==> config.mk <==
export PLATFORM = sky130hd
export DESIGN_NAME = thist_fifo
export DESIGN_NICKNAME = d
export VERILOG_FILES = /design/src/design/assert_macros.svh /design/src/design/thist_pkg.sv /design/src/design/thist_fifo.sv
export SDC_FILE = /design/constraint.sdc
export NUM_CORES = 1
export LEC_CHECK = 0
export BUFFER_PORTS_ARGS = -buffer_cell sky130_fd_sc_hd__buf_2
export CORE_AREA = 4 4 66 68
export CTS_BUF_LIST = sky130_fd_sc_hd__clkbuf_8
export DETAILED_ROUTE_END_ITERATION = 7
export DIE_AREA = 0 0 70 72
export GPL_TIMING_DRIVEN = 1
export PLACE_DENSITY = 0.67
export SYNTH_ARGS = -nofsm -noshare
export SYNTH_HDL_FRONTEND = slang
export SYNTH_SLANG_ARGS = --single-unit
==> constraint.sdc <==
create_clock -name clk -period 2.3 [get_ports clk]
set_clock_uncertainty 0.2 [all_clocks]
set_input_delay 0.115 -clock clk [delete_from_list [all_inputs] [get_ports clk]]
set_output_delay 0.115 -clock clk [all_outputs]
set_load 0.02 [all_outputs]
==> src/design/assert_macros.svh <==
// assertion macros used by the top-level design file
`ifndef ASSERT_MACROS_SVH
`define ASSERT_MACROS_SVH

// consequent must hold in the same cycle as the antecedent
`define THIST_ASSERT_SAME(lbl, ante, cons) \
  lbl: assert property (@(posedge clk) disable iff (!rst_n) (ante) |-> (cons)) \
    else $error("assertion failed: same-cycle check");

// consequent must hold in the cycle after the antecedent
`define THIST_ASSERT_NEXT(lbl, ante, cons) \
  lbl: assert property (@(posedge clk) disable iff (!rst_n) (ante) |=> (cons)) \
    else $error("assertion failed: next-cycle check");

`endif

==> src/design/thist_pkg.sv <==
`default_nettype none
package thist_pkg;

  // sizing
  localparam int GRID_MAX    = 8;
  localparam int COUNT_WIDTH = 24;
  localparam int COORD_WIDTH = 12;

  localparam int PIX_W     = 8;
  localparam int NBINS     = 256;
  localparam int TW_W      = 12;
  localparam int GC_W      = 4;
  localparam int CLIP_W    = 24;
  localparam int CFG_W     = 24;
  localparam int CFG_IDX_W = 3;

  localparam int NTILES   = GRID_MAX * GRID_MAX;
  localparam int TILE_W   = (NTILES > 1) ? $clog2(NTILES) : 1;
  localparam int POS_W    = (GRID_MAX > 1) ? $clog2(GRID_MAX) : 1;
  localparam int GCNT_W   = $clog2(GRID_MAX + 1);
  localparam int ADDR_W   = TILE_W + PIX_W;
  localparam int NENTRIES = NTILES * NBINS;

  // build arithmetic widths
  localparam int H_W    = (COUNT_WIDTH > CLIP_W) ? COUNT_WIDTH : CLIP_W;
  localparam int EXC_W  = H_W + 8;
  localparam int CUM_W  = H_W + 9;
  localparam int NUM_W  = CUM_W + 8;
  localparam int AREA_W = 2 * TW_W;
  localparam int REM_W  = AREA_W + 8;

  // request queue, depth a power of two
  localparam int FIFO_DEPTH = 2;
  localparam int FPTR_W     = $clog2(FIFO_DEPTH);
  localparam int FCNT_W     = $clog2(FIFO_DEPTH + 1);

  // function codes
  localparam logic [1:0] FUNC_COUNT = 2'd0;
  localparam logic [1:0] FUNC_BUILD = 2'd1;
  localparam logic [1:0] FUNC_MAP   = 2'd2;

  // register indexes
  localparam logic [CFG_IDX_W-1:0] CFG_TILE_WIDTH  = 3'd0;
  localparam logic [CFG_IDX_W-1:0] CFG_TILE_HEIGHT = 3'd1;
  localparam logic [CFG_IDX_W-1:0] CFG_GRID_COLS   = 3'd2;
  localparam logic [CFG_IDX_W-1:0] CFG_GRID_ROWS   = 3'd3;
  localparam logic [CFG_IDX_W-1:0] CFG_CLIP_PIXELS = 3'd4;

  typedef enum logic [1:0] {
    OP_COUNT,
    OP_BUILD,
    OP_MAP
  } op_t;

  typedef struct packed {
    op_t               op;
    logic [PIX_W-1:0]  pix;
    logic [TILE_W-1:0] tile;
  } job_t;

  // effective configuration, zero sizes and grid clamped
  typedef struct packed {
    logic [TW_W-1:0]   tw;
    logic [TW_W-1:0]   th;
    logic [GCNT_W-1:0] gc;
    logic [GCNT_W-1:0] gr;
    logic [CLIP_W-1:0] clip;
    logic [AREA_W-1:0] area;
  } cfg_t;

  typedef enum logic [3:0] {
    ST_CLEAR,
    ST_IDLE,
    ST_CNT_RD,
    ST_CNT_WR,
    ST_MAP_RD,
    ST_MAP_OUT,
    ST_EXC_RD,
    ST_EXC_ACC,
    ST_CUM_RD,
    ST_CUM_ADD,
    ST_DIV_INIT,
    ST_DIV,
    ST_MAP_WR
  } bstate_t;

endpackage
`default_nettype wire

==> src/design/thist_fifo.sv <==
`default_nettype none
module thist_fifo (
  input  wire                clk,
  input  wire                rst_n,
  input  wire                push,
  input  thist_pkg::job_t    push_job,
  output logic               full,
  input  wire                pop,
  output thist_pkg::job_t    head_job,
  output logic               empty
);
  import thist_pkg::*;

  job_t              mem_r [FIFO_DEPTH];
  logic [FPTR_W-1:0] wptr_r, wptr_nxt;
  logic [FPTR_W-1:0] rptr_r, rptr_nxt;
  logic [FCNT_W-1:0] cnt_r, cnt_nxt;

  assign full     = (cnt_r == FCNT_W'(FIFO_DEPTH));
  assign empty    = (cnt_r == '0);
  assign head_job = mem_r[rptr_r];

  // pointer and fill update
  always_comb begin
    wptr_nxt = wptr_r;
    rptr_nxt = rptr_r;
    cnt_nxt  = cnt_r;
    if (push && !full) begin
      wptr_nxt = wptr_r + 1'b1;
    end
    if (pop && !empty) begin
      rptr_nxt = rptr_r + 1'b1;
    end
    if ((push && !full) && !(pop && !empty)) begin
      cnt_nxt = cnt_r + 1'b1;
    end else if (!(push && !full) && (pop && !empty)) begin
      cnt_nxt = cnt_r - 1'b1;
    end
  end

  always_ff @(posedge clk) begin
    if (!rst_n) begin
      wptr_r <= '0;
      rptr_r <= '0;
      cnt_r  <= '0;
    end else begin
      wptr_r <= wptr_nxt;
      rptr_r <= rptr_nxt;
      cnt_r  <= cnt_nxt;
    end
  end

  // queue storage
  always_ff @(posedge clk) begin
    if (push && !full) begin
      mem_r[wptr_r] <= push_job;
    end
  end

endmodule
`default_nettype wire

==> metrics.txt, run 1 <==
status completed; post-synthesis sequential area ratio 0.765; Post-DRT Antenna Nets 0; total track usage 0.108; layout cells sized above 1 0.468; Clk pwr share 0.211; Setup TNS 0 ns; clock latency on the worst-skew pair 0.28 ns; synth top area cells edfxtp_1 69%, mux2_2 13%, dfxtp_1 7.2%, and2_1 1.4%, xnor2_1 1.3%; Cell variety after synth 21; part of the power in registers 0.477; row count 23; Req. time, crit path 1.99 ns; detailed-route via count 827; Synth Warn # 0; first-pass GRT wire length 4050 um; CTS Sinks 37; maximum clock frequency 0.510 GHz; type of the tightest min-delay check in -> reg; post-route clock period utilization 0.853; Placed Cells 163; actual slew at the worst max-slew pin 0.720 ns; initial DRC count 33; Final Hold Fails 0; most frequent cells in the layout 37 x buf_2, 32 x edfxtp_1, 18 x dlygate4sd3_1, 16 x mux2_2; post-placement cell area 0.00165 mm2; Mapped Area 0.00139 mm2; minimum clock period 1.96 ns; clk slew on worst S/H paths 0.07 ns; fin util 0.495; vias in the first global route 893; Die Area 0.00504 mm2; Worst EP arrival 1.65 ns; design area 0.00191 mm2; H-tree Lvls 2; max-slew violation count 0; Overflow after GRT 0; Clock Tree Buf Depth 2; non-filler instance count after layout 189; Mapped Nets 96; Post-synth EDFFs 32; Cell Int Power 1.34 mW; slew margin rel. 0.519; CTS tree done; Syn Inst Count 75; Synth async-reset ratio 0; Synth top area share 0.693; Core Area 0.00386 mm2; Comb pwr share 0.312; Avg Cell Area, Syn 18.5 um2; ANT cells 0; RSZ-0062 raised after global routing false; post-synth top area cell edfxtp_1; Pwr Density 1020 mW/mm2; Post-layout nets 159; Setup CP Type reg -> out; final setup vio count 0; pin count of the biggest net entering global routing 17; Die Ht 72 um; Net Sw Frac 0.312; clk root buf clkbuf_8; total setup buffers inserted after CTS 0; vias per cell 4.38; gp weighted congestion 0.688; P_sw 0.608 mW; Fin Hold WS 0.114 ns; Avg WL per Cell 13.1 um; Num CTS Buffers 5; initial antenna violation count 0; IO Pins 38; leakage 0.747 nW; drt total wl 2480 um; ys flop type edfxtp_1; FF+latch count, synth 37; element type at the critical path end output port; I/O Buffers 37; Max-cap violations 0; # fillers 322; critical path startpoint category flop; IR Drop Worst-Case VDD 0.000379 V; CP max FO 16; Die Wd 70 um; drt drc 0; detailed placement HPWL 1700 um; leading cell type in the layout, fill and taps excluded buf_2; drt pass-1 iters 3; starting utilization of the core area 0.360; area grow syn2layout 37.5%
==> Yosys cell counts, drive strengths merged (2+ instances only) <==
cell    instances
edfxtp         32
mux2           16
dfxtp           5
and2            3
a21boi          2
buf             2
inv             2
nor2            2
o21ai           2
xnor2           2
==> worst max-delay path: stages, from the launching register on <==
cell and delay, ns:
dfxtp_1 0.79, mux2_2 0.42, buf_2 0.16
==> per-stage QoR <==
stage / power, mW / worst slack, ns
floorplan: 1.34 / 0.394
global placement: 1.51 / 0.603
detailed placement: 1.53 / 0.538
CTS: 1.98 / 0.272
global route: 2.07 / 0.209
finish: 1.95 / 0.338
==> cell families (layout without fill, tap and decap cells) <==
group                      Yosys count  after routing  share of synthesized area
adders and majority gates            1              1                    0.00902
AOI/OAI and AO/OA                    5              5                     0.0234
buffers and inverters                4             68                     0.0144
xor gates and xnor gates             3              3                     0.0189
muxes                               16             16                      0.130
and+or+nand+nor                      9              9                     0.0397
DFF                                 37             37                      0.765
==> cell type report <==
class | instances | area (um2) | share of cell area
Sequential cell | 37 | 1060 | 0.556
Tap cell | 50 | 62.6 | 0.0328
Timing Repair Buffer | 58 | 388 | 0.203
Clock buffer | 5 | 68.8 | 0.0361
Multi-Input combinational cell | 34 | 307 | 0.161
Inverter | 2 | 7.51 | 0.00393
Clock inverter | 3 | 13.8 | 0.00721
==> registers in the layout, indices dropped and copies added, names as in the netlist, named ones only <==
register,cells
cnt_r,2
mem_r,32
rptr_r,1
wptr_r,1
==> worst paths after layout <==
path	startpoint	end	slack, ns	depth (start not counted)
worst max-delay path	flop	head_job[3]	0.34	2
worst min register to register	cnt_r[1]	cnt_r[1]	0.34	2
worst max register to register	cnt_r[0]	wptr_r	0.38	6
worst min-delay path	pop	flop	0.11	4
==> timing repair <==
action	4_1_cts	5_1_grt
endpoints found under the hold margin	37	0
endpoints found under the setup margin	0	0
resized for setup	0	0
hold buffers	18	0
==> power groups by stage <==
stage	clock network (mW)	logic [mW]	registers, mW
after floorplan	0	0.447	0.894
after CTS	0.429	0.619	0.932
after global placement	0	0.576	0.933
after global routing	0.464	0.663	0.945
after detailed placement	0	0.587	0.947
final	0.410	0.608	0.929
==> metal layers <==
layer / track usage / part of all wire / vias up / routed length [um]
li1: - / - / 407 / -
met4: 0.0511 / 0.012 / 0 / 29
met3: 0.0512 / 0.059 / 2 / 147
met5: 0 / 0 / - / 0
met2: 0.182 / 0.51 / 27 / 1270
met1: 0.117 / 0.42 / 391 / 1030
Note: power is estimated with default switching activity, not from simulation.
==> run 2: changes to the inputs <==
- clock period: 2.3 -> 2.4 ns (I/O delays scaled with it)
==> metrics.txt, run 2 (synthesis results as in run 1) <==
status completed; I/O Buffers 37; leakage 0.741 nW; hold path depth 4; leading cell type in the layout, fill and taps excluded buf_2; clock latency on the worst-skew pair 0.29 ns; ANT cells 0; Max-cap violations 0; CP max FO 16; area grow syn2layout 37.8%; detailed-route via count 828; Overflow after GRT 0; Setup CP Type reg -> out; clk slew on worst S/H paths 0.07 ns; Core Area 0.00386 mm2; Pwr Density 990 mW/mm2; P_sw 0.605 mW; element type at the critical path end output port; drt total wl 2560 um; RR Endpoint wptr_r; actual slew at the worst max-slew pin 0.725 ns; IO Pins 38; part of the power in registers 0.470; Die Wd 70 um; Avg WL per Cell 13.5 um; drt drc 0; Worst Hold Launch pop; final setup vio count 0; Reg with most FFs mem_r; Cell Int Power 1.29 mW; minimum clock period 1.98 ns; most frequent cells in the layout 37 x buf_2, 32 x edfxtp_1, 18 x dlygate4sd3_1, 16 x mux2_2; drt pass-1 iters 4; RSZ-0062 raised after global routing false; top flop regs mem_r x32, cnt_r x2; Fin Hold WS 0.0931 ns; critical path startpoint category flop; Die Ht 72 um; Final Hold Fails 0; vias per cell 4.38; Post-layout nets 159; starting utilization of the core area 0.360; PnR worst setup slack 0.417 ns; pin count of the biggest net entering global routing 17; Largest register FFs 32; row count 23; Clock Tree Buf Depth 2; Num CTS Buffers 5; detailed placement HPWL 1730 um; layout cells sized above 1 0.475; Die Area 0.00504 mm2; Req. time, crit path 2.08 ns; first-pass GRT wire length 4110 um; Place WS 0.615 ns; Reg2Reg Setup Slack 0.47 ns; Comb pwr share 0.312; initial antenna violation count 0; Setup TNS 0 ns; Post-DRT Antenna Nets 0; initial DRC count 38; vias in the first global route 913; CTS Sinks 37; gp weighted congestion 0.683; CTS tree done; Worst R2R Path Depth 6; Clk pwr share 0.219; H-tree Lvls 2; IR Drop Worst-Case VDD 0.000452 V; Net Sw Frac 0.320; post-route clock period utilization 0.826; total track usage 0.113; type of the tightest min-delay check in -> reg; clk root buf clkbuf_8; maximum clock frequency 0.504 GHz; FF-to-FF Start cnt_r[0]; max-slew violation count 0; slew margin rel. 0.516; Worst EP arrival 1.66 ns
## run 2: area by class of cell
| type | count | area (um2) |
|---|---|---|
| clock buffers | 5 | 68.8 |
| clock inverters | 3 | 17.5 |
| fillers | 345 | 1940 |
| inverters | 2 | 7.51 |
| multi-input cells | 34 | 307 |
| flip-flops and latches | 37 | 1060 |
| well taps | 50 | 62.6 |
| repair buffers | 58 | 388 |
## run 2: worst max-delay path by stage
| stage | startpoint | to | slack [ns] | depth (start not counted) |
|---|---|---|---|---|
| after CTS | flop | head_job[5] | 0.38 | 2 |
| after global placement | cnt_r[0] | mem_r[1][13] | 0.70 | 3 |
| after detailed placement | cnt_r[0] | cnt_r[1] | 0.61 | 6 |
| final | flop | head_job[5] | 0.42 | 2 |
| after global routing | flop | head_job[3] | 0.30 | 2 |
| after floorplan | cnt_r[0] | mem_r[0][0] | 0.49 | 3 |
## run 2: worst max-delay path, cell delays in order, from the launching register on
cell     delay (ns)
dfxtp_1        0.79
mux2_2         0.42
buf_2          0.16
## run 2: power groups by stage
stage	Sequential, mW	Combinational (mW)	Clock (mW)
global route	0.904	0.637	0.460
CTS	0.891	0.602	0.431
global placement	0.894	0.552	0
floorplan	0.857	0.429	0
finish	0.888	0.589	0.414
detailed placement	0.905	0.567	0
## run 2: timing repair
action                                 CTS  global route
setup buffers                            0             0
resized for setup                        0             0
endpoints found under the hold margin   37             0
hold buffers                            18             0
## run 2: metrics by stage
stage / cells / instance area [um2] / power (mW) / utilization
floorplan: 75 / 1390 / 1.29 / -
global placement: 163 / 1650 / 1.45 / 0.427
detailed placement: 163 / 1650 / 1.47 / 0.427
CTS: 189 / 1910 / 1.92 / 0.496
global route: 189 / 1910 / 2.00 / 0.496
finish: 189 / 1910 / 1.89 / 0.496
## run 2: metal layers
metal / wire length (um) / GRT usage / share of wire
met1: 913 / 0.106 / 0.36
met2: 1370 / 0.201 / 0.54
met3: 192 / 0.0416 / 0.075
met4: 82 / 0.0830 / 0.032
met5: 0 / 0 / 0
