`src/design/assert_macros.svh`:
```
// assertion macros used by the top-level design file
`ifndef ASSERT_MACROS_SVH
`define ASSERT_MACROS_SVH

// consequent must hold in the same cycle as the antecedent
`define THIST_ASSERT_SAME(lbl, ante, cons) \
  lbl: assert property (@(posedge clk) disable iff (!rst_n) (ante) |-> (cons)) \
    else $error("assertion failed: same-cycle check");

// consequent must hold in the cycle after the antecedent
`define THIST_ASSERT_NEXT(lbl, ante, cons) \
  lbl: assert property (@(posedge clk) disable iff (!rst_n) (ante) |=> (cons)) \
    else $error("assertion failed: next-cycle check");

`endif

```
`src/design/thist_pkg.sv`:
```
`default_nettype none
package thist_pkg;

  // sizing
  localparam int GRID_MAX    = 8;
  localparam int COUNT_WIDTH = 24;
  localparam int COORD_WIDTH = 12;

  localparam int PIX_W     = 8;
  localparam int NBINS     = 256;
  localparam int TW_W      = 12;
  localparam int GC_W      = 4;
  localparam int CLIP_W    = 24;
  localparam int CFG_W     = 24;
  localparam int CFG_IDX_W = 3;

  localparam int NTILES   = GRID_MAX * GRID_MAX;
  localparam int TILE_W   = (NTILES > 1) ? $clog2(NTILES) : 1;
  localparam int POS_W    = (GRID_MAX > 1) ? $clog2(GRID_MAX) : 1;
  localparam int GCNT_W   = $clog2(GRID_MAX + 1);
  localparam int ADDR_W   = TILE_W + PIX_W;
  localparam int NENTRIES = NTILES * NBINS;

  // build arithmetic widths
  localparam int H_W    = (COUNT_WIDTH > CLIP_W) ? COUNT_WIDTH : CLIP_W;
  localparam int EXC_W  = H_W + 8;
  localparam int CUM_W  = H_W + 9;
  localparam int NUM_W  = CUM_W + 8;
  localparam int AREA_W = 2 * TW_W;
  localparam int REM_W  = AREA_W + 8;

  // request queue, depth a power of two
  localparam int FIFO_DEPTH = 2;
  localparam int FPTR_W     = $clog2(FIFO_DEPTH);
  localparam int FCNT_W     = $clog2(FIFO_DEPTH + 1);

  // function codes
  localparam logic [1:0] FUNC_COUNT = 2'd0;
  localparam logic [1:0] FUNC_BUILD = 2'd1;
  localparam logic [1:0] FUNC_MAP   = 2'd2;

  // register indexes
  localparam logic [CFG_IDX_W-1:0] CFG_TILE_WIDTH  = 3'd0;
  localparam logic [CFG_IDX_W-1:0] CFG_TILE_HEIGHT = 3'd1;
  localparam logic [CFG_IDX_W-1:0] CFG_GRID_COLS   = 3'd2;
  localparam logic [CFG_IDX_W-1:0] CFG_GRID_ROWS   = 3'd3;
  localparam logic [CFG_IDX_W-1:0] CFG_CLIP_PIXELS = 3'd4;

  typedef enum logic [1:0] {
    OP_COUNT,
    OP_BUILD,
    OP_MAP
  } op_t;

  typedef struct packed {
    op_t               op;
    logic [PIX_W-1:0]  pix;
    logic [TILE_W-1:0] tile;
  } job_t;

  // effective configuration, zero sizes and grid clamped
  typedef struct packed {
    logic [TW_W-1:0]   tw;
    logic [TW_W-1:0]   th;
    logic [GCNT_W-1:0] gc;
    logic [GCNT_W-1:0] gr;
    logic [CLIP_W-1:0] clip;
    logic [AREA_W-1:0] area;
  } cfg_t;

  typedef enum logic [3:0] {
    ST_CLEAR,
    ST_IDLE,
    ST_CNT_RD,
    ST_CNT_WR,
    ST_MAP_RD,
    ST_MAP_OUT,
    ST_EXC_RD,
    ST_EXC_ACC,
    ST_CUM_RD,
    ST_CUM_ADD,
    ST_DIV_INIT,
    ST_DIV,
    ST_MAP_WR
  } bstate_t;

endpackage
`default_nettype wire

```
`src/design/thist_front.sv`:
```
`default_nettype none
module thist_front (
  input  wire                                 clk,
  input  wire                                 rst_n,
  input  thist_pkg::cfg_t                     cfg,
  input  wire                                 clearing,
  input  wire                                 start,
  output logic                                busy,
  input  wire  [1:0]                          in_func,
  input  wire  [thist_pkg::PIX_W-1:0]         in_pixel_value,
  input  wire  [thist_pkg::COORD_WIDTH-1:0]   in_column,
  input  wire  [thist_pkg::COORD_WIDTH-1:0]   in_row,
  output logic                                push,
  output thist_pkg::job_t                     push_job,
  input  wire                                 fifo_full
);
  import thist_pkg::*;

  localparam int PROD_W = ((TW_W + GCNT_W) > COORD_WIDTH) ? (TW_W + GCNT_W) : COORD_WIDTH;

  // number of whole tiles before a coordinate, saturating at GRID_MAX
  function automatic logic [GCNT_W-1:0] tile_pos(input logic [COORD_WIDTH-1:0] c,
                                                 input logic [TW_W-1:0] t);
    logic [GCNT_W-1:0] n;
    logic [PROD_W-1:0] m;
    n = '0;
    for (int k = 1; k <= GRID_MAX; k++) begin
      m = PROD_W'(k) * PROD_W'(t);
      if (PROD_W'(c) >= m) begin
        n = n + 1'b1;
      end
    end
    return n;
  endfunction

  logic                   stg_v_r, stg_v_nxt;
  logic [1:0]             stg_func_r;
  logic [PIX_W-1:0]       stg_pix_r;
  logic [COORD_WIDTH-1:0] stg_col_r;
  logic [COORD_WIDTH-1:0] stg_row_r;

  logic [GCNT_W-1:0] tx, ty, tx_c, ty_c;
  logic              in_grid, drop, go, accept;
  op_t               op;

  // tile position of the staged request
  assign tx      = tile_pos(stg_col_r, cfg.tw);
  assign ty      = tile_pos(stg_row_r, cfg.th);
  assign in_grid = (tx < cfg.gc) && (ty < cfg.gr);
  assign tx_c    = (tx >= cfg.gc) ? cfg.gc - 1'b1 : tx;
  assign ty_c    = (ty >= cfg.gr) ? cfg.gr - 1'b1 : ty;

  // classify
  always_comb begin
    op   = OP_COUNT;
    drop = 1'b0;
    unique case (stg_func_r)
      FUNC_COUNT: begin
        op   = OP_COUNT;
        drop = !in_grid;
      end
      FUNC_BUILD: op = OP_BUILD;
      FUNC_MAP:   op = OP_MAP;
      default:    drop = 1'b1;
    endcase
  end

  assign push_job.op   = op;
  assign push_job.pix  = stg_pix_r;
  assign push_job.tile = TILE_W'(ty_c) * TILE_W'(GRID_MAX) + TILE_W'(tx_c);

  // staging handshake
  assign go     = stg_v_r && (drop || !fifo_full);
  assign push   = stg_v_r && !drop && !fifo_full;
  assign busy   = clearing || (stg_v_r && !go);
  assign accept = start && !busy;

  always_comb begin
    stg_v_nxt = stg_v_r;
    if (accept) begin
      stg_v_nxt = 1'b1;
    end else if (go) begin
      stg_v_nxt = 1'b0;
    end
  end

  always_ff @(posedge clk) begin
    if (!rst_n) begin
      stg_v_r <= 1'b0;
    end else begin
      stg_v_r <= stg_v_nxt;
    end
  end

  always_ff @(posedge clk) begin
    if (accept) begin
      stg_func_r <= in_func;
      stg_pix_r  <= in_pixel_value;
      stg_col_r  <= in_column;
      stg_row_r  <= in_row;
    end
  end

endmodule
`default_nettype wire

```
`config.mk`:
```
export PLATFORM = sky130hd
export DESIGN_NAME = thist_front
export DESIGN_NICKNAME = d
export VERILOG_FILES = /design/src/design/assert_macros.svh /design/src/design/thist_pkg.sv /design/src/design/thist_front.sv
export SDC_FILE = /design/constraint.sdc
export NUM_CORES = 1
export LEC_CHECK = 0
export BUFFER_PORTS_ARGS = -buffer_cell sky130_fd_sc_hd__buf_2
export CORE_MARGIN = 2
export CORE_UTILIZATION = 35
export CTS_CLUSTER_DIAMETER = 200
export DETAILED_ROUTE_END_ITERATION = 7
export PLACE_DENSITY_LB_ADDON = 0.3
export REMOVE_ABC_BUFFERS = 1
export SLEW_MARGIN = 20
export SYNTH_ARGS = -nofsm -noshare
export SYNTH_HDL_FRONTEND = slang
export SYNTH_SLANG_ARGS = --single-unit
```
`constraint.sdc`:
```
create_clock -name clk -period 9.85 [get_ports clk]
set_input_delay 1.4775 -clock clk [delete_from_list [all_inputs] [get_ports clk]]
set_output_delay 1.4775 -clock clk [all_outputs]
set_load 0.02 [all_outputs]
```
==> results.md, run 1 <==
* # hold bufs at CTS at 0
* Startpoint Class: primary input
* Clk_skew at 0.009073 ns
* WL per Instance at 15.22 µm
* Crit-path max cell delay at 0.55 ns
* Area Overhead vs Synth at 37.76%
* GRT Util Overall at 18.16%
* Number of enable flip-flop cells after synthesis at 34
* Vias per cell at 5.191
* Leading post-synthesis cells by cell area: ha_1 (36%), edfxtp_1 (11%), fa_1 (5.8%)
* Clk sinks at 35
* Avg Inst Size Synth at 9.146 µm²
* Io pins at 137
* Hold Slack at 0.7604 ns
* Total vias in the final route at 9007
* RSZ-0062 raised after global routing: yes
* Max FO, Critical Path at 3
* CP max stage cell: or4_4
* Grt ovf at 0
* Core area at 26950 µm²
* Leakage at 6.515 nW
* Post-layout minimum cycle time at 10.38 ns
* Post-detail-place hpwl at 21510 µm
* Critical path capture point type: output pin
* Register area share after synthesis at 10.86%
* Worst-Margin Slew at 0.7277 ns
* Post-synth cell types at 82
* CP Class: primary input to output pin
* CTS root buffer: clkbuf_16
* Pwr dens at 119.1 nW/µm²
* Total power at 1.573 mW
* GP Congestion at 0.8326
* Clock Latency Late Sink at 0.29 ns
* Status: complete, but fails checks
* H-tree levels at 2
* Sw Ratio at 41.23%
* Max Cap Viol at 0
* Final setup viols at 7
* Psw at 648.4 µW
* PortBufs at 88
* Share of the synthesized area in the top cell type at 35.64%
* Num CTS Buffers at 5
* Cell Int Power at 924.3 µW
* Max clock buf depth at 2
* Post-Route WL at 26400 µm
* Synth Flop Type: edfxtp_1
* CP most frequent cell: ha_4
* Ant. Diodes at 0
* Hold Crit Class: register to register
* Die X at 169.5 µm
* Synth area leader: ha_1
* Antenna violations before repair at 0
* Worst rel slew slack at 50.97%
* Peak supply drop at 0.09420 mV
* Starting Density at 35.57%
* Final Max Tran Viols at 0
* DIE AREA at 28730 µm²
* Async set or reset register ratio after synthesis at 0%
* Clk slew on worst S/H paths at 0.06 ns
* Fmax at 0.09637 GHz
* Reg power frac at 11.7%
* Post-synthesis register bit count at 35
* Vias in the first global route at 9278
* Worst path required time at 8.37 ns
* Pre-antenna DRT Iters at 4
* CTS tree: done
* Final Hold Viols at 0
* Nets@finish at 1814
* Ratio of cells with drive above 1 in the final layout at 32.93%
* Failing checks: setup timing
* Cell count after synthesis at 1048
* DRT iter0 DRCs at 271
* Final Cycle Share at 105.4%
* Die height at 169.5 µm
* Cell row count at 60
* WP data arrival at 8.90 ns
* Yosys Warn Count at 0
* Largest net degree at the start of global routing at 29
* Final WS setup at -0.5271 ns
* Antenna viol nets, final at 0
* Synthesized area at 9585 µm²
* DRC viols at 0
* Clk pwr share at 11.4%
* First-pass GRT wire length at 42990 µm
* Combinational group share of total power at 76.8%
==> path summary, 6_finish.rpt <==
path | from | to | slack (ns) | depth (start not counted)
worst min register to register | stg_v_r | stg_v_r | 0.76 | 3
worst max register to register | stg_col_r[0] | stg_col_r[3] | 2.09 | 46
worst min-delay path | stg_v_r | stg_v_r | 0.76 | 3
worst max-delay path | cfg[57] | push_job[5] | -0.53 | 39
==> critical path, delay by kind of cell <==
kind,cells,cell delay (ns)
and+or+nand+nor,6,1.18
adders and majority gates,11,2.39
xor gates and xnor gates,2,0.28
AOI/OAI and AO/OA,9,1.46
buffers and inverters,5,0.37
muxes,6,1.73
==> kinds of logic after synthesis <==
logic type	after synthesis	share of synthesized area [%]
adder cells (fa/ha/maj)	304	41.80
multiplexers	17	1.958
buffers and inverters	95	3.798
flip-flops	35	10.86
XOR/XNOR	80	7.806
AO/OA/AOI/OAI	302	21.54
AND/OR/NAND/NOR	215	12.24
==> registers in the layout (all words and copies together), names as in the netlist <==
name and flops:
stg_row_r 12, stg_v_r 1, stg_pix_r 8, stg_col_r 12
stg_func_r 2
==> Yosys cell counts, types with 28 or more instances <==
library cell / instances
o21a_1: 33
a21oi_1: 73
nor2_1: 39
fa_1: 28
xor2_1: 33
o21ai_0: 41
nand2_1: 32
edfxtp_1: 34
ha_1: 273
xnor2_1: 43
a21o_1: 50
nand2b_1: 29
inv_1: 91
==> cells in the final DEF, fill, tap and decap left out, drive strengths merged, types with 6 or more instances in the layout <==
master	instances
buf	342
ha	273
inv	92
a21oi	74
a21o	50
xnor2	46
o21ai	45
nor2	39
edfxtp	34
o21a	33
xor2	33
nand2	32
nand2b	29
fa	28
nand4	21
nor2b	18
nor3	17
nand3	17
a31oi	14
o21bai	11
mux2	11
nor4	9
o31ai	9
a211oi	8
a2111oi	8
o211ai	6
or2	6
mux2i	6
==> power groups by stage <==
| stage | clock network (mW) | registers, mW | logic, mW |
|---|---|---|---|
| floorplan | 0 | 0.184 | 0.643 |
| global placement | 0 | 0.187 | 0.975 |
| detailed placement | 0 | 0.188 | 1.00 |
| CTS | 0.187 | 0.185 | 1.14 |
| global route | 0.191 | 0.186 | 1.35 |
| finish | 0.180 | 0.184 | 1.21 |
==> final cells by class <==
| class | instances | area [µm²] |
|---|---|---|
| flip-flops and latches | 35 | 1041 |
| clock buffers | 5 | 125.1 |
| well taps | 341 | 426.7 |
| repair buffers | 342 | 2477 |
| multi-input cells | 918 | 8752 |
| clock inverters | 2 | 37.54 |
| fillers | 2517 | 13750 |
| inverters | 92 | 345.3 |
==> per-stage QoR <==
stage | utilization, % | instances | setup TNS [ns] | worst slack (ns) | area (µm²)
floorplan | - | 1045 | -16.55 | -0.8460 | 9567
global placement | 44.94 | 1695 | -5.506 | -1.022 | 12110
detailed placement | 44.94 | 1695 | -6.865 | -1.200 | 12110
finish | 49.00 | 1735 | -1.893 | -0.5271 | 13210
global route | 49.00 | 1735 | -4.302 | -0.7986 | 13210
CTS | 47.80 | 1731 | -3.318 | -0.7118 | 12880
==> per-layer routing <==
metal / global-route usage (%) / routed length, µm / share of wire (%)
met5: 0 / 0 / 0
met4: 4.236 / 407 / 1.5
met3: 0.5830 / 351 / 1.3
met2: 35.47 / 13850 / 52
met1: 21.83 / 11790 / 45
==> timing repair <==
item                       4_1_cts  5_1_grt
setup endpoints to repair        8        8
pin swaps                       37       51
gates cloned                     0        0
setup buffers                   31       10
resized for setup               87       61
Power figures use the tool's default switching activity.
==> run 2, diff against run 1 <==
Settings changed: CORE_UTILIZATION 35 to 30, SLEW_MARGIN 20 to 30.
==> run 2 against run 1 <==
The run still ends with setup timing left. Fmax hardly changed. Largest cell class unchanged. Routed wire length is 1.9% higher. Clock power is 3% higher. Register-to-register slack worse by 0.18 ns. Combinational power is 5% higher. Sequential power hardly changed. Critical path depth stayed put. Flip-flop and latch count stayed put. Final area is 1.6% higher. Largest power group unchanged.
==> results.md, run 2 (synthesized netlist as in run 1, its figures left out) <==
* DRT iter0 DRCs at 205 (-24%)
* Reg power frac at 11.2% (-0.5 points)
* Failing checks: setup timing
* Vias per cell at 4.992 (-3.8%)
* Clk sinks at 35 (unchanged)
* Num CTS Buffers at 5 (unchanged)
* Largest registers: stg_col_r: 12 flops, stg_row_r: 12 flops, stg_pix_r: 8 flops
* First-pass GRT wire length at 43830 µm (+1.9%)
* Hold Slack at 0.7832 ns (+0.02280 ns)
* Placement-stage cell area at 12160 µm² (+0.38%)
* Post-layout minimum cycle time at 10.37 ns (-0.006486 ns)
* Pwr dens at 122.3 nW/µm² (+2.7%)
* Max Cap Viol at 0 (unchanged)
* Sw Ratio at 40.97% (-0.26 points)
* Worst path required time at 8.37 ns (about the same)
* RSZ-0062 raised after global routing: yes
* Die X at 182.8 µm (+7.8%)
* Final Cell Area at 13410 µm² (+1.6%)
* Max clock buf depth at 2 (unchanged)
* GP Congestion at 0.8087 (-2.9%)
* Reg-to-reg setup timing slack at 1.91 ns (-0.18 ns)
* Grt ovf at 0 (unchanged)
* WP data arrival at 8.89 ns (about the same)
* Cell row count at 65 (+8.3%)
* Pre-antenna DRT Iters at 4 (unchanged)
* Die height at 182.8 µm (+7.8%)
* Status: complete, but fails checks
* Combinational group share of total power at 77.4% (+0.6 points)
* Psw at 671.8 µW (+3.6%)
* Ratio of cells with drive above 1 in the final layout at 34.34% (+1.4 points)
* Clk_skew at 0.005392 ns (-0.003681 ns)
* Starting Density at 30.46% (-5.1 points)
* Clk slew on worst S/H paths at 0.05 ns (about the same)
* Area Overhead vs Synth at 39.93%
* Post-detail-place hpwl at 21930 µm (+2.0%)
* GRT Util Overall at 16.11% (-2.0 points)
* Nets@finish at 1814 (unchanged)
* CP most frequent cell: ha_4
* Leakage at 6.545 nW (+0.45%)
* Clk pwr share at 11.4% (about the same)
* Clock Latency Late Sink at 0.29 ns (about the same)
* Io pins at 137 (unchanged)
* # hold bufs at CTS at 0 (unchanged)
* Vias in the first global route at 9418 (+1.5%)
* Final Cycle Share at 105.3% (about the same)
* CTS root buffer: clkbuf_16
* CTS tree: done
* Final setup viols at 8 (+1)
* Layout fillers at 3077 (+22%)
* Antenna viol nets, final at 0 (unchanged)
* Max FO, Critical Path at 3 (unchanged)
* Worst-Margin Slew at 0.9241 ns (+0.1964 ns)
* Largest net degree at the start of global routing at 33 (+14%)
* Final WS setup at -0.5206 ns (+0.006486 ns)
* Final Hold Viols at 0 (unchanged)
* WL per Instance at 14.97 µm (-1.6%)
* Cell Int Power at 968.0 µW (+4.7%)
* Peak supply drop at 0.06156 mV (-35%)
* Final setup TNS at -2.011 ns (-0.1178 ns)
* Critical path capture point type: output pin
* DRC viols at 0 (unchanged)
* Most frequent cells in the layout: ha_1 (250), buf_4 (250), inv_1 (81)
* Fmax at 0.09643 GHz (about the same)
* Total vias in the final route at 8976 (-0.34%)
* Worst rel slew slack at 37.74% (-13 points)
* Post-Route WL at 26910 µm (+1.9%)
* H-tree levels at 2 (unchanged)
* Startpoint Class: primary input
* Antenna violations before repair at 1 (+1)
* PortBufs at 88 (unchanged)
* CP max stage cell: or4_4
* CP Class: primary input to output pin
* Final Max Tran Viols at 0 (unchanged)
* Hold Crit Class: register to register
* DIE AREA at 33400 µm² (+16%)
* Crit-path max cell delay at 0.55 ns (about the same)
* Core area at 31470 µm² (+17%)
==> run 2: per-layer routing <==
metal	GRT usage [%]	up-vias	part of all wire (%)
met1	18.44	4267	43
met2	32.18	54	54
li1	-	4635	-
met3	0.5957	20	0.77
met5	0	-	0
met4	4.645	0	1.8
==> run 2: through the flow <==
stage / util [%] / setup WS, ns / power (mW) / instances
6_report: 42.62 / -0.5206 / 1.640 / 1798
5_1_grt: 42.62 / -0.7580 / 1.797 / 1798
4_1_cts: 41.13 / -0.6121 / 1.545 / 1783
3_5_place_dp: 38.63 / -1.244 / 1.188 / 1752
3_3_place_gp: 38.63 / -1.019 / 1.163 / 1752
2_1_floorplan: - / -0.8460 / 0.8278 / 1045
==> run 2: timing repair <==
action	CTS	global route
endpoints found under the setup margin	8	40
resized for setup	94	77
pin swaps	44	78
setup buffers	26	18
==> run 2: final timing paths <==
path                            cells past startpoint            to         start
worst max-delay path                               39   push_job[5]       cfg[57]
worst min-delay path                                4       stg_v_r       stg_v_r
worst max register to register                     45  stg_pix_r[5]  stg_col_r[0]
worst min register to register                      4       stg_v_r       stg_v_r
==> run 2: power by group through the flow <==
| stage | clock [mW] | sequential [mW] | combinational [mW] |
|---|---|---|---|
| 2_1_floorplan | 0 | 0.184 | 0.643 |
| 3_3_place_gp | 0 | 0.187 | 0.975 |
| 3_5_place_dp | 0 | 0.187 | 1.00 |
| 4_1_cts | 0.192 | 0.184 | 1.17 |
| 5_1_grt | 0.195 | 0.186 | 1.42 |
| 6_report | 0.186 | 0.184 | 1.27 |
==> run 2: critical path: cells and delay by family <==
kind / cells / cell delay [ns]
adder cells (fa/ha/maj): 11 / 2.36
AND/OR/NAND/NOR: 6 / 1.20
XOR/XNOR: 2 / 0.28
buffers and inverters: 5 / 0.38
multiplexers: 6 / 1.71
AO/OA/AOI/OAI: 9 / 1.48
==> run 2: cell type report <==
class	count	area [µm²]	area share, %
Antenna cell	1	2.502	0.01866
Clock buffer	5	125.1	0.9328
Clock inverter	3	46.29	0.3451
Inverter	92	347.8	2.593
Multi-Input combinational cell	918	8880	66.20
Sequential cell	35	1041	7.761
Tap cell	402	503.0	3.750
Timing Repair Buffer	342	2467	18.40
